## src/design/ftni_pkg.sv

```systemverilog
// package for the float to normalized integer pixel converter
// format codes and shared types; no dependencies
package ftni_pkg;

    typedef enum logic [2:0] {
        FMT_S8  = 3'd0,
        FMT_U8  = 3'd1,
        FMT_S16 = 3'd2,
        FMT_U16 = 3'd3,
        FMT_S32 = 3'd4,
        FMT_U32 = 3'd5
    } pixel_format_t;

    localparam logic [2:0] FMT_RESET = 3'd1;

    // decoded value after clamp, carried from stage one to stage two
    typedef struct packed {
        logic        zero;
        logic        neg;
        logic [7:0]  expo;
        logic [23:0] mant;
        logic [2:0]  fmt;
    } clamp_t;

    // scaled magnitude after rounding, stage two to stage three
    typedef struct packed {
        logic        zero;
        logic        neg;
        logic [7:0]  expo;
        logic [23:0] mant;
        logic [2:0]  fmt;
    } scaled_t;

endpackage

```

## src/design/ftni_stream_if.sv

```systemverilog
// valid/ready stream interface carrying one 32-bit word per beat
// depends on nothing
interface ftni_stream_if;
    logic        valid;
    logic        ready;
    logic [31:0] data;

    modport source (output valid, output data, input ready);
    modport sink (input valid, input data, output ready);
endinterface

```

## src/design/ftni_scale.sv

```systemverilog
// stage two logic: multiplies clamped mantissa by format scale, rounds to 24 bits
// depends on ftni_pkg
module ftni_scale (
    input  ftni_pkg::clamp_t  c,
    output ftni_pkg::scaled_t s
);
    logic        is_pos;
    logic [16:0] smant;
    logic [5:0]  sexp;
    logic [40:0] prod;
    logic        top;
    logic [23:0] kept;
    logic        guard;
    logic        sticky;
    logic [24:0] rnd;

    always_comb
    begin
        is_pos = !c.neg;
        smant  = 17'd1;
        sexp   = 6'd0;
        unique case (c.fmt)
            ftni_pkg::FMT_S8:  begin
                if (is_pos) smant = 17'd127; else begin smant = 17'd1; sexp = 6'd7; end
            end
            ftni_pkg::FMT_U8:  smant = 17'd255;
            ftni_pkg::FMT_S16: begin
                if (is_pos) smant = 17'd32767; else begin smant = 17'd1; sexp = 6'd15; end
            end
            ftni_pkg::FMT_U16: smant = 17'd65535;
            ftni_pkg::FMT_S32: begin smant = 17'd1; sexp = 6'd31; end
            default:           begin smant = 17'd1; sexp = 6'd32; end
        endcase
        prod = {17'd0, c.mant} * {24'd0, smant};
        // product of unit mantissa: value = prod * 2^(expo-127-23) * 2^sexp
        // normalize to 24 bits; prod < 2^41
        top    = 1'b0;
        kept   = '0;
        guard  = 1'b0;
        sticky = 1'b0;
        s.expo = '0;
        priority if (prod[40])
        begin
            kept = prod[40:17]; guard = prod[16]; sticky = |prod[15:0];
            s.expo = 8'd17;
        end
        else if (prod[39])
        begin
            kept = prod[39:16]; guard = prod[15]; sticky = |prod[14:0];
            s.expo = 8'd16;
        end
        else if (prod[38])
        begin
            kept = prod[38:15]; guard = prod[14]; sticky = |prod[13:0];
            s.expo = 8'd15;
        end
        else if (prod[37])
        begin
            kept = prod[37:14]; guard = prod[13]; sticky = |prod[12:0];
            s.expo = 8'd14;
        end
        else if (prod[36])
        begin
            kept = prod[36:13]; guard = prod[12]; sticky = |prod[11:0];
            s.expo = 8'd13;
        end
        else if (prod[35])
        begin
            kept = prod[35:12]; guard = prod[11]; sticky = |prod[10:0];
            s.expo = 8'd12;
        end
        else if (prod[34])
        begin
            kept = prod[34:11]; guard = prod[10]; sticky = |prod[9:0];
            s.expo = 8'd11;
        end
        else if (prod[33])
        begin
            kept = prod[33:10]; guard = prod[9]; sticky = |prod[8:0];
            s.expo = 8'd10;
        end
        else if (prod[32])
        begin
            kept = prod[32:9]; guard = prod[8]; sticky = |prod[7:0];
            s.expo = 8'd9;
        end
        else if (prod[31])
        begin
            kept = prod[31:8]; guard = prod[7]; sticky = |prod[6:0];
            s.expo = 8'd8;
        end
        else if (prod[30])
        begin
            kept = prod[30:7]; guard = prod[6]; sticky = |prod[5:0];
            s.expo = 8'd7;
        end
        else if (prod[29])
        begin
            kept = prod[29:6]; guard = prod[5]; sticky = |prod[4:0];
            s.expo = 8'd6;
        end
        else if (prod[28])
        begin
            kept = prod[28:5]; guard = prod[4]; sticky = |prod[3:0];
            s.expo = 8'd5;
        end
        else if (prod[27])
        begin
            kept = prod[27:4]; guard = prod[3]; sticky = |prod[2:0];
            s.expo = 8'd4;
        end
        else if (prod[26])
        begin
            kept = prod[26:3]; guard = prod[2]; sticky = |prod[1:0];
            s.expo = 8'd3;
        end
        else if (prod[25])
        begin
            kept = prod[25:2]; guard = prod[1]; sticky = prod[0];
            s.expo = 8'd2;
        end
        else if (prod[24])
        begin
            kept = prod[24:1]; guard = prod[0];
            s.expo = 8'd1;
        end
        else
        begin
            kept = prod[23:0];
            top  = 1'b1;
        end
        rnd = {1'b0, kept};
        if (guard && (sticky || kept[0]))
            rnd = rnd + 25'd1;
        s.mant = rnd[24] ? rnd[24:1] : rnd[23:0];
        // exponent of leading one relative to unit place, biased by 127
        s.expo = c.expo + s.expo + {2'd0, sexp} + {7'd0, rnd[24]};
        s.zero = c.zero || (top && kept == 24'd0);
        s.neg  = c.neg;
        s.fmt  = c.fmt;
    end
endmodule

```

## src/design/float_to_norm_int_pixel_core.sv

```systemverilog
// top level of the float to normalized integer pixel converter
// depends on ftni_pkg, ftni_stream_if and ftni_scale
//
// usage
//   in  : sink of ftni_stream_if, one single-precision pixel per beat
//   out : source of ftni_stream_if, one integer pixel per beat, zero-extended
//   pixel_format_we / pixel_format_wdata write the format register
//     (0 s8, 1 u8, 2 s16, 3 u16, 4 s32, 5 u32); write only while idle
// timing
//   three register stages: decode and clamp, scale and round, convert
//   and saturate; each input beat passes through them in that order
//   throughput one beat per cycle while out.ready is high (three-stage pipeline)
// reset
//   pipeline empties and format returns to u8
// stall
//   when out.ready is low the output stage holds its beat; bubbles still
//   fill up, and in.ready falls only when every stage holds a beat
module float_to_norm_int_pixel_core (
    input  logic               clk,
    input  logic               rst_n,
    ftni_stream_if.sink        in,
    ftni_stream_if.source      out,
    input  logic               pixel_format_we,
    input  logic [2:0]         pixel_format_wdata
);
    logic [2:0] fmt_reg;

    logic v1_reg, v2_reg, v3_reg;
    logic en1, en2, en3;
    ftni_pkg::clamp_t  c_next, c_reg;
    ftni_pkg::scaled_t s_next, s_reg;
    logic [31:0] pix_next, pix_reg;
    logic nan_next, nan_reg, bad_next, bad_reg;

    assign en3 = !v3_reg || out.ready;
    assign en2 = !v2_reg || en3;
    assign en1 = !v1_reg || en2;
    assign in.ready  = en1;
    assign out.valid = v3_reg;
    assign out.data  = pix_reg;

    always_ff @(posedge clk or negedge rst_n)
    begin
        if (!rst_n)
            fmt_reg <= ftni_pkg::FMT_RESET;
        else if (pixel_format_we)
            fmt_reg <= pixel_format_wdata;
    end

    always_ff @(posedge clk or negedge rst_n)
    begin
        if (!rst_n)
        begin
            v1_reg <= 1'b0;
            v2_reg <= 1'b0;
            v3_reg <= 1'b0;
        end
        else
        begin
            if (en1) v1_reg <= in.valid;
            if (en2) v2_reg <= v1_reg;
            if (en3) v3_reg <= v2_reg;
        end
    end

    // stage one: decode, nan, clamp to [-1,1]
    always_comb
    begin
        logic [7:0] e;
        logic [22:0] f;
        e = in.data[30:23];
        f = in.data[22:0];
        nan_next = (e == 8'hFF) && (f != 23'd0);
        bad_next = (fmt_reg > ftni_pkg::FMT_U32);
        c_next.neg  = in.data[31];
        c_next.fmt  = fmt_reg;
        c_next.zero = (e == 8'd0) && (f == 23'd0);
        if (e >= 8'd127)
        begin
            c_next.expo = 8'd127;
            c_next.mant = 24'h800000;
        end
        else if (e == 8'd0)
        begin
            c_next.expo = 8'd1;
            c_next.mant = {1'b0, f};
        end
        else
        begin
            c_next.expo = e;
            c_next.mant = {1'b1, f};
        end
    end

    always_ff @(posedge clk)
    begin
        if (en1)
        begin
            c_reg   <= c_next;
            nan_reg <= nan_next | bad_next;
        end
        if (en2)
        begin
            s_reg   <= s_next;
            bad_reg <= nan_reg;
        end
        if (en3)
            pix_reg <= pix_next;
    end

    ftni_scale u_scale (
        .c (c_reg),
        .s (s_next)
    );

    // stage three: truncate toward zero and saturate
    always_comb
    begin
        logic [8:0]  sh;
        logic [55:0] wide;
        logic [32:0] mag;
        logic        big;
        logic [32:0] maxp, maxn;
        logic        is_uns;
        wide   = '0;
        mag    = '0;
        big    = 1'b0;
        sh     = {1'b0, s_reg.expo} - 9'd127;
        is_uns = 1'b0;
        maxp   = '0;
        maxn   = '0;
        unique case (s_reg.fmt)
            ftni_pkg::FMT_S8:  begin maxp = 33'd127;        maxn = 33'd128;        end
            ftni_pkg::FMT_U8:  begin maxp = 33'd255;        is_uns = 1'b1;         end
            ftni_pkg::FMT_S16: begin maxp = 33'd32767;      maxn = 33'd32768;      end
            ftni_pkg::FMT_U16: begin maxp = 33'd65535;      is_uns = 1'b1;         end
            ftni_pkg::FMT_S32: begin maxp = 33'h7FFFFFFF;   maxn = 33'h80000000;   end
            default:           begin maxp = 33'hFFFFFFFF;   is_uns = 1'b1;         end
        endcase
        if (s_reg.zero || s_reg.expo < 8'd127)
            mag = '0;
        else if (sh > 9'd32)
            big = 1'b1;
        else
        begin
            wide = {32'd0, s_reg.mant} << sh[5:0];
            mag  = wide[55:23];
        end
        if (bad_reg)
            pix_next = '0;
        else if (!s_reg.neg)
            pix_next = (big || mag > maxp) ? maxp[31:0] : mag[31:0];
        else if (is_uns)
            pix_next = '0;
        else
        begin
            logic [32:0] m;
            logic [31:0] neg32;
            m = (big || mag > maxn) ? maxn : mag;
            neg32 = 32'd0 - m[31:0];
            unique case (s_reg.fmt)
                ftni_pkg::FMT_S8:  pix_next = {24'd0, neg32[7:0]};
                ftni_pkg::FMT_S16: pix_next = {16'd0, neg32[15:0]};
                default:           pix_next = neg32;
            endcase
        end
    end

    a_out_hold: assert property (@(posedge clk) disable iff (!rst_n)
        out.valid && !out.ready |=> out.valid && $stable(out.data))
        else $error("output beat changed under stall");
    a_ready: assert property (@(posedge clk) disable iff (!rst_n)
        !in.ready |-> v1_reg && v2_reg && v3_reg && !out.ready)
        else $error("input stalled with room in pipeline");
    a_flow: assert property (@(posedge clk) disable iff (!rst_n)
        out.ready && v2_reg |=> out.valid)
        else $error("beat lost between stages");
endmodule

```

## src/flat_wrapper.sv

```systemverilog
// flat-port wrapper written by rule: the top's interface ports become plain ports
module float_to_norm_int_pixel_core_flat 
  (clk, rst_n, pixel_format_we, pixel_format_wdata, in_valid, in_data, in_ready, out_valid, out_data, out_ready);
  ftni_stream_if in_i ();
  ftni_stream_if out_i ();
  input  logic clk;
  input  logic rst_n;
  input  logic pixel_format_we;
  input  logic [2:0] pixel_format_wdata;
  input wire logic [$bits(in_i.valid)-1:0] in_valid;
  input wire logic [$bits(in_i.data)-1:0] in_data;
  output wire logic [$bits(in_i.ready)-1:0] in_ready;
  output wire logic [$bits(out_i.valid)-1:0] out_valid;
  output wire logic [$bits(out_i.data)-1:0] out_data;
  input wire logic [$bits(out_i.ready)-1:0] out_ready;
  assign in_i.valid = in_valid;
  assign in_i.data = in_data;
  assign in_ready = in_i.ready;
  assign out_valid = out_i.valid;
  assign out_data = out_i.data;
  assign out_i.ready = out_ready;
  float_to_norm_int_pixel_core u_core (.clk(clk), .rst_n(rst_n), .in(in_i), .out(out_i), .pixel_format_we(pixel_format_we), .pixel_format_wdata(pixel_format_wdata));
endmodule
```

## config.mk

```make
export PLATFORM = sky130hd
export DESIGN_NAME = float_to_norm_int_pixel_core_flat
export DESIGN_NICKNAME = d
export VERILOG_FILES = /design/src/design/ftni_pkg.sv /design/src/design/ftni_stream_if.sv /design/src/design/ftni_scale.sv /design/src/design/float_to_norm_int_pixel_core.sv /design/src/flat_wrapper.sv
export SDC_FILE = /design/constraint.sdc
export NUM_CORES = 1
export LEC_CHECK = 0
export ABC_AREA = 1
export BUFFER_PORTS_ARGS = -buffer_cell sky130_fd_sc_hd__buf_2
export CAP_MARGIN = 20
export CORE_MARGIN = 2
export CORE_UTILIZATION = 25
export CTS_BUF_LIST = sky130_fd_sc_hd__clkbuf_8
export DETAILED_ROUTE_END_ITERATION = 8
export PLACE_DENSITY_LB_ADDON = 0.2
export SYNTH_ARGS = -nofsm -noshare
export SYNTH_HDL_FRONTEND = slang
export SYNTH_HIERARCHICAL = 1
export SYNTH_SLANG_ARGS = --single-unit
```

## constraint.sdc

```tcl
create_clock -name clk -period 25.7 [get_ports clk]
set_input_delay 2.57 -clock clk [delete_from_list [all_inputs] [get_ports clk]]
set_output_delay 2.57 -clock clk [all_outputs]
set_load 0.01 [all_outputs]
```

Word level (Yosys, flattened, before mapping)
Index checks and enable logic that the tools add are counted.
- reductions and logical operators: 39
- $add $sub $neg: 6
- shifts and indexed selects: 1
- order comparisons: 6
- multiplexer cells: 104
- equal/unequal tests: 9
- bitwise gates (word level): 1
- $mul: 1
- operators by type and width (kind ; count):
    24-bit 2-to-1 mux ; 17
    32-bit case mux with 5 select lines ; 1
    32-bit 2-to-1 mux ; 4
    32-bit case mux with 3 select lines ; 1
    17-bit case mux with 4 select lines ; 1
    33-bit by 32-bit > comparator with 1-bit output ; 2
    33-bit 2-to-1 mux ; 2
    32-bit case mux with 2 select lines ; 1
    24-bit by 6-bit left shift with 56-bit output ; 1
    1-bit 2-to-1 mux ; 53
    24-bit by 17-bit multiplier with 41-bit output ; 1
    4-bit 2-to-1 mux ; 9
    1-bit by 32-bit subtractor with 32-bit output, first input constant ; 1
    31-bit 2-to-1 mux ; 1
    24-bit by 1-bit adder with 25-bit output, second input constant ; 1
    25-bit 2-to-1 mux ; 1
    24-bit zero test ; 1
    6-bit case mux with 4 select lines ; 1
    23-bit zero test ; 1
    23-bit 2-to-1 mux ; 1
    23-bit nonzero test ; 1
    16-bit OR reduction ; 1
    15-bit 2-to-1 mux ; 1
    3-bit 2-to-1 mux ; 5
    35 further kinds ; 58
- input bits: 40
- register bits: 114
- output and inout port bits: 34
- logic and storage cells: 186

Depth between registers and ports, before layout
Gate-level depths: netlist of the first run.
- depth in word-level cells: 24
- gate-level depth with buffers: 72
- gate-level depth less buffers: 72

Hierarchy
The synthesis of the first run kept the hierarchy.
- by module, submodules not included (module ; instances ; area each (um^2) ; cells an instance):
    ftni_scale ; 1 ; 18492.7 ; 2885
    float_to_norm_int_pixel_core ; 1 ; 8854.7 ; 1254

Worst setup path after synthesis of the first run
Ideal clock, no wire load.
- path type: register to register
- start: register u_core/c_reg[2] (netlist bit)
- end: register u_core/s_reg[33] (netlist bit) (data pin)
- arrival: 10.443 ns
- stages on the path, launching flop included: 59
- library setup time: 0.265 ns
- clock period less this slack: 10.708 ns
- setup slack: 14.992 ns
- cells stage by stage: edfxtp_1 -> a21oi_1 -> inv_1 -> clkbuf_1 -> clkbuf_1 -> nor2_1 -> inv_1 -> nor2_1 -> inv_1 -> fa_1 -> fa_1 -> fa_1 -> inv_1 -> fa_1 -> fa_1 -> inv_1 -> fa_1 -> inv_1 -> [23 not listed] -> a21oi_4 -> ha_1 -> nand4_4 -> nor2_1 -> nand4_1 -> nor2_1 -> nand3_1 -> nor2_1 -> nand3_1 -> fa_1 -> inv_1 -> ha_1 -> inv_1 -> fa_1 -> o21ai_0 -> a21oi_1 -> o21ai_0 -> xor2_1
- RTL lines (what ; RTL line ; source):
    start, declared ; float_to_norm_int_pixel_core.sv:30 ; ftni_pkg::clamp_t c_next, c_reg;
    start signal, assigned ; float_to_norm_int_pixel_core.sv:99 ; c_reg <= c_next;
    end signal, assigned ; float_to_norm_int_pixel_core.sv:104 ; s_reg <= s_next;
    end, declared ; float_to_norm_int_pixel_core.sv:31 ; ftni_pkg::scaled_t s_next, s_reg;

==> results of run 1 <==
metrics by stage:
stage	hold WS, ns	area, um2
after global routing	0.4226	29210
after global placement	0.4011	28780
after floorplan	0.4003	27350
final	0.4061	29210
after CTS	0.4062	29180
after detailed placement	0.4110	28780
worst reg2reg max path: cells and delay by family, from the launching register on:
family	cells	cell delay (ns)
buf+inv	12	1.89
xor+xnor	1	0.10
fa+ha+maj	11	4.75
compound gates	10	1.73
flops	1	0.43
simple gates	24	3.26
area by class of cell:
cell class	instances	area, um2
Clock inverter	15	157.7
Inverter	902	3388
Multi-Input combinational cell	2968	19570
Timing Repair Buffer	114	693.2
Clock buffer	17	234.0
Tap cell	1414	1769
Sequential cell	114	3395
Antenna cell	1	2.502
Fill cell	12254	79500
how the worst min path moves through the flow:
stage | to | cells past startpoint | startpoint | slack (ns)
after CTS | u_core/c_reg[1] | 0 | u_core/fmt_reg[1] | 0.41
after global routing | u_core/c_reg[1] | 0 | u_core/fmt_reg[1] | 0.42
after detailed placement | u_core/bad_reg | 0 | u_core/nan_reg | 0.41
final | u_core/c_reg[1] | 0 | u_core/fmt_reg[1] | 0.41
after global placement | u_core/bad_reg | 0 | u_core/nan_reg | 0.40
after floorplan | u_core/bad_reg | 0 | u_core/nan_reg | 0.40
cells by family after synthesis:
kind of cell / share of synthesized area, %
AND/OR/NAND/NOR: 29.67
adder cells (fa/ha/maj): 28.33
XOR/XNOR: 1.853
flip-flops: 12.41
buffers and inverters: 16.06
multiplexers: 0.04117
AO/OA/AOI/OAI: 11.62
other: 0.01371
cell usage in the layout (no fill, tap or decap), types with 5 or more instances in the layout:
cell | Yosys | final
o22ai_1 | 5 | 5
o21ai_1 | 49 | 49
nand2_4 | 6 | 6
clkbuf_8 | 2 | 17
a21oi_1 | 199 | 199
inv_1 | 835 | 836
a21oi_4 | 5 | 5
inv_2 | 53 | 53
edfxtp_1 | 108 | 108
or2_1 | 9 | 9
a21o_1 | 5 | 5
nor4_1 | 11 | 11
a21oi_2 | 6 | 6
nor3_1 | 20 | 20
xor2_1 | 41 | 41
fa_1 | 272 | 272
o21bai_1 | 12 | 12
nand3_2 | 6 | 6
nor2_2 | 18 | 19
xnor2_1 | 10 | 10
ha_1 | 184 | 184
nand2_2 | 48 | 49
o211ai_1 | 14 | 14
o21ai_2 | 5 | 5
dfrtp_1 | 5 | 5
buf_4 | 20 | 40
nand3_1 | 320 | 320
nor2_4 | 7 | 7
nand3b_1 | 12 | 12
nand2_1 | 1051 | 1050
o21ai_0 | 247 | 247
a22oi_1 | 5 | 5
buf_2 | 42 | 73
or2_2 | 9 | 9
clkinv_1 | 13 | 14
nand4_1 | 43 | 43
nor2_1 | 301 | 300
per-layer routing:
metal	GRT usage, %	vias to the layer above	part of all wire, %
met2	29.00	721	46
met1	24.67	12361	47
li1	-	12788	-
met4	4.131	0	2.1
met3	2.336	99	5.3
met5	0	-	0
synthesized netlist by cell type (all sizes together), types with 3 or more instances:
library cell and number:
a211oi 4, a21o 5, a21oi 210, a22oi 5
a31oi 4, buf 97, clkbuf 57, clkinv 13
dfrtp 5, edfxtp 108, fa 272, ha 184
inv 889, nand2 1105, nand3 326, nand3b 12
nand4 46, nor2 326, nor3 26, nor4 11
o211ai 17, o21ai 301, o21bai 13, o22ai 5
o311ai 3, or2 19, xnor2 11, xor2 43
==> results.py, run 1 <==
metrics = {
    "status": {
        "status": "completed",
    },
    "die": {
        "die_w_um": 334.7,
        "die_h_um": 334.7,
        "pin_count": 74,
        "initial_core_util_pct": 25.16,
        "core_area_um2": 108700,
        "row_count": 121,
        "die_area_um2": 112100,
    },
    "critical_path": {
        "r2r-start": "u_core/c_reg[0]",
        "worst-r2r-setup-slack_ns": 13.34,
        "endpoint": "u_core/s_reg[33]",
        "critical_path_peak_fanout": 30,
        "cp.arrival_ns": 12.64,
        "critPathLaunch": "u_core/c_reg[0]",
        "cp_num_cells": 58,
        "crit_family": "adder cells",
        "cp_common_cell": "nand2_1",
        "path_buf_inv": 12,
        "cp-start-kind": "flop",
        "critPathKind": "flop to flop",
        "crit_required_ns": 25.98,
        "slowest_delay_ns": 0.55,
        "r2r_cells": 58,
        "cp-end-kind": "flop",
        "rr_endpoint": "u_core/s_reg[33]",
        "critPathSlowestCell": "fa_1",
    },
    "logic_synthesis": {
        "ys_seq_elements": 114,
        "yosysTopAreaCell": "fa_1",
        "synth-seq-area-share_pct": 12.41,
        "syn_inst": 4139,
        "postSynthAreaPerCell_um2": 6.607,
        "syn_nets": 4635,
        "synth-main-ff-cell": "edfxtp_1",
        "synth-async-reset-ratio_pct": 5.263,
        "synth_area_um2": 27350,
        "ys_types": 76,
        "synth_top_area_share_pct": 19.91,
        "ys_warn_count": 6,
        "ys_top_cells_by_area": "fa_1 20%, nand2_1 14%, edfxtp_1 12%",
        "synth_edf_count": 108,
    },
    "drt": {
        "routedWlPerCell_um": 17.69,
        "drt-initial-drc-count": 2199,
        "routed_wl_um": 98120,
        "via_count": 25969,
        "dr.pass1.iters": 6,
        "antenna_left": 0,
        "drc": 0,
        "routed_via_density": 4.683,
    },
    "timing": {
        "finalCritPeriodShare_pct": 48.08,
        "drv_slew": 0,
        "final_hold_viol_count": 0,
        "setup_viol": 0,
        "fmax_mhz": 80.92,
        "slew_headroom_pct": 22.13,
        "post-route-min-period_ns": 12.36,
        "clock_skew_ns": 0.05589,
        "fin_tns_setup_ns": 0,
        "grt_setup_unrepaired": "no",
        "worst_slew_pin_slew_ns": 1.160,
        "timing.final.ws_setup_ns": 13.34,
    },
    "place": {
        "routabilityCongestion": 0.9002,
        "port_buffers": 73,
        "dp_slack_ns": 13.34,
        "dp_hpwl_um": 78210,
        "dpl.cell_count": 5511,
    },
    "clock_tree": {
        "cts.reportedPaths.clkPinSlew_ns": 0.14,
        "htree_levels": 4,
        "post_cts_buffers": 0,
        "clockBufferDepth": 2,
        "cts_tree": "yes",
        "cts_hold_buffers": 0,
        "cts_buffers": 17,
        "cts_root_buf": "clkbuf_8",
        "cts.sink_count": 114,
        "clock_latency_ns": 0.58,
        "ctsResizeCount": 0,
    },
    "global_route": {
        "grt_pass1_wl_um": 154900,
        "first_global_vias": 25824,
        "grt-ovfl-total": 0,
        "antenna_found_initial": 2,
        "grt_max_degree": 48,
        "grt_usage_pct": 17.72,
    },
    "min_path": {
        "hold_path_class": "flop to flop",
    },
    "finish": {
        "final_cells": 5545,
        "area_growth_pct": 6.794,
        "drive_gt1_share_pct": 7.990,
        "num-nets-final": 4613,
        "utilization_pct": 26.87,
    },
    "run": {
        "max_cap_violations": 0,
    },
}
Power of run 1 is not shown: default switching activity piles up to over one toggle a cycle in this logic, so the estimate is an artifact.
==> run 2: changes to the inputs <==
Settings changed: ABC_AREA 1 to 0.
Clock period 25.7 ns to 11.7 ns, I/O delays scaled along.
==> run 2 against run 1 <==
  * Largest cell class unchanged
  * Highest routed layer is now met5
  * Clock-buffer cell count unchanged
  * Maximum frequency up 11%
  * Design area up 8.5%
  * Die area up 3.4%
  * Clock skew down 0.024 ns
  * Critical endpoint unchanged
  * Global-route usage up 2.5 points
  * Register-to-register slack worse by 13 ns
  * Synthesized cell count down 17%
==> results.py, run 2 <==
metrics = {
    "status": {
        "status": "completed",
    },
    "critical_path": {
        "worst-r2r-setup-slack_ns": 0.53,
        "path_buf_inv": 14,
        "rr_endpoint": "u_core/s_reg[33]",
        "cp-start-kind": "flop",
        "r2r-start": "u_core/c_reg[0]",
        "cp_common_cell": "inv_1",
        "critPathSlowestCell": "fa_1",
        "crit_family": "adder cells",
        "critPathKind": "flop to flop",
        "cp-end-kind": "flop",
        "critical_path_peak_fanout": 19,
        "r2r_cells": 45,
        "cp.arrival_ns": 11.45,
        "slowest_delay_ns": 0.61,
        "crit_required_ns": 11.97,
    },
    "logic_synthesis": {
        "ys_top_cells_by_area": "fa_1 19%, edfxtp_1 11%, ha_1 8.1%",
        "synthAdderAreaFrac_pct": 27.63,
        "synth-main-ff-cell": "edfxtp_1",
        "yosys.area_share.simple_pct": 18.62,
        "synth_common_cells": "467 x inv_1, 272 x fa_1, 234 x nand2_1",
        "synth_edf_count": 108,
        "synth_area_um2": 28300,
        "synth_top_area_share_pct": 19.24,
        "ys_seq_elements": 114,
        "yosysTopAreaCell": "fa_1",
        "yosysMostFrequentCell": "inv_1",
        "syn_inst": 3435,
        "ys_types": 134,
        "synth-seq-area-share_pct": 12.00,
        "syn_nets": 3931,
        "postSynthAreaPerCell_um2": 8.238,
        "synth_top_family_by_area": "adder cells",
        "synth-xor-area-share_pct": 2.463,
        "ys_warn_count": 6,
        "synth-async-reset-ratio_pct": 5.263,
        "synth_mux_area_share_pct": 4.727,
        "synth_compound_area_share_pct": 23.97,
    },
    "clock_tree": {
        "cts_buffers": 17,
        "cts.reportedPaths.clkPinSlew_ns": 0.07,
        "cts.sink_count": 114,
        "cts_tree": "yes",
        "clock_latency_ns": 0.55,
        "htree_levels": 4,
        "cts_root_buf": "clkbuf_8",
        "cts_hold_buffers": 0,
        "clockBufferDepth": 2,
    },
    "drt": {
        "antenna_left": 0,
        "routed_via_density": 5.592,
        "drt-initial-drc-count": 3149,
        "drc": 0,
        "via_count": 27924,
        "routedWlPerCell_um": 23.81,
        "dr.pass1.iters": 7,
        "routed_wl_um": 118900,
    },
    "timing": {
        "fmax_mhz": 89.51,
        "setup_viol": 0,
        "final_hold_viol_count": 0,
        "slew_headroom_pct": 26.54,
        "worst_slew_pin_slew_ns": 1.092,
        "finalCritPeriodShare_pct": 95.49,
        "post-route-min-period_ns": 11.17,
        "drv_slew": 0,
        "clock_skew_ns": 0.03220,
    },
    "die": {
        "die_w_um": 340.4,
        "die_area_um2": 115900,
        "core_area_um2": 112300,
        "pin_count": 74,
        "initial_core_util_pct": 25.19,
        "row_count": 123,
        "die_h_um": 340.4,
    },
    "finish": {
        "mostFrequentLayoutCells": "464 x inv_1, 272 x fa_1, 227 x nand2_1, 200 x nor2_1, 180 x ha_1",
        "area_growth_pct": 11.99,
        "drive_gt1_share_pct": 15.26,
        "num-nets-final": 3976,
        "regArea_um2": 3395,
        "multi_input_area_um2": 22290,
        "n_fill_cell": 12218,
        "final_cells": 4994,
        "final_common_cell": "inv_1",
        "utilization_pct": 28.21,
    },
    "min_path": {
        "hold_path_class": "flop to flop",
        "worstHoldEndpoint": "u_core/bad_reg",
        "holdPathStages": 0,
        "min-delay-start": "u_core/nan_reg",
    },
    "place": {
        "dp_hpwl_um": 92980,
        "port_buffers": 73,
        "routabilityCongestion": 0.9793,
        "dpl.cell_count": 4943,
    },
    "global_route": {
        "first_global_vias": 27716,
        "grt_max_degree": 48,
        "grt_pass1_wl_um": 180100,
        "grt-ovfl-total": 0,
        "grt_usage_pct": 20.22,
        "antenna_found_initial": 9,
    },
    "run": {
        "max_cap_violations": 0,
    },
}
## run 2: changes by cell type after synthesis, moves of 45 or more
cell | before | now
and2_1 | 1 | 71
buf_2 | 42 | 87
inv_1 | 835 | 467
inv_2 | 53 | 3
mux2i_1 | 0 | 53
nand2_1 | 1051 | 234
nand2_2 | 48 | 3
nand3_1 | 320 | 113
nor2_1 | 301 | 206
nor3_1 | 20 | 109
o21ai_0 | 247 | 135
## run 2: area by class of cell
class,count,area share (%)
multi-input combinational,2611,70.33
sequential,114,10.71
timing repair buffer,265,6.187
tap,1500,5.922
inverter,471,5.586
clock buffer,17,0.7383
clock inverter,15,0.5211
antenna,1,0.007896
## run 2: how the worst max path moves through the flow
stage | start | end | depth (start not counted)
floorplan | u_core/c_reg[0] | u_core/s_reg[33] | 49
global placement | u_core/c_reg[35] | u_core/s_reg[33] | 43
detailed placement | u_core/c_reg[35] | u_core/s_reg[33] | 43
CTS | u_core/c_reg[35] | u_core/s_reg[33] | 43
global route | u_core/c_reg[0] | u_core/s_reg[33] | 44
finish | u_core/c_reg[0] | u_core/s_reg[33] | 45
## run 2: metal layers
layer,track usage [%],wire length (um)
met1,27.46,51130
met2,31.56,52250
met3,3.971,10040
met4,7.773,5497
met5,0,12
## run 2: what timing repair did
action | 4_1_cts | 5_1_grt
gates resized for setup | 0 | 79
setup buffers | 0 | 17
setup endpoints to repair | 0 | 7
## run 2: cells by family (layout without fill, tap and decap cells)
logic type                 count (synthesis)  in the layout
and+or+nand+nor                         1020           1020
AOI/OAI and AO/OA                        942            942
buffers and inverters                    710            768
adders and majority gates                463            463
DFF                                      114            114
muxes                                    108            108
xor gates and xnor gates                  77             77
other                                      1              2
## run 2: through the flow
step | cell area [um2] | setup TNS, ns | hold slack, ns | setup WS, ns
3_5_place_dp | 30830 | 0 | 0.4177 | 0.04149
3_3_place_gp | 30820 | 0 | 0.4042 | 0.007362
5_1_grt | 31690 | -0.08151 | 0.4407 | -0.07007
6_report | 31690 | 0 | 0.4296 | 0.5282
4_1_cts | 31230 | 0 | 0.4133 | 0.004023
2_1_floorplan | 28300 | 0 | 0.4003 | 0.6353
Power of run 2 is left out for the same reason.
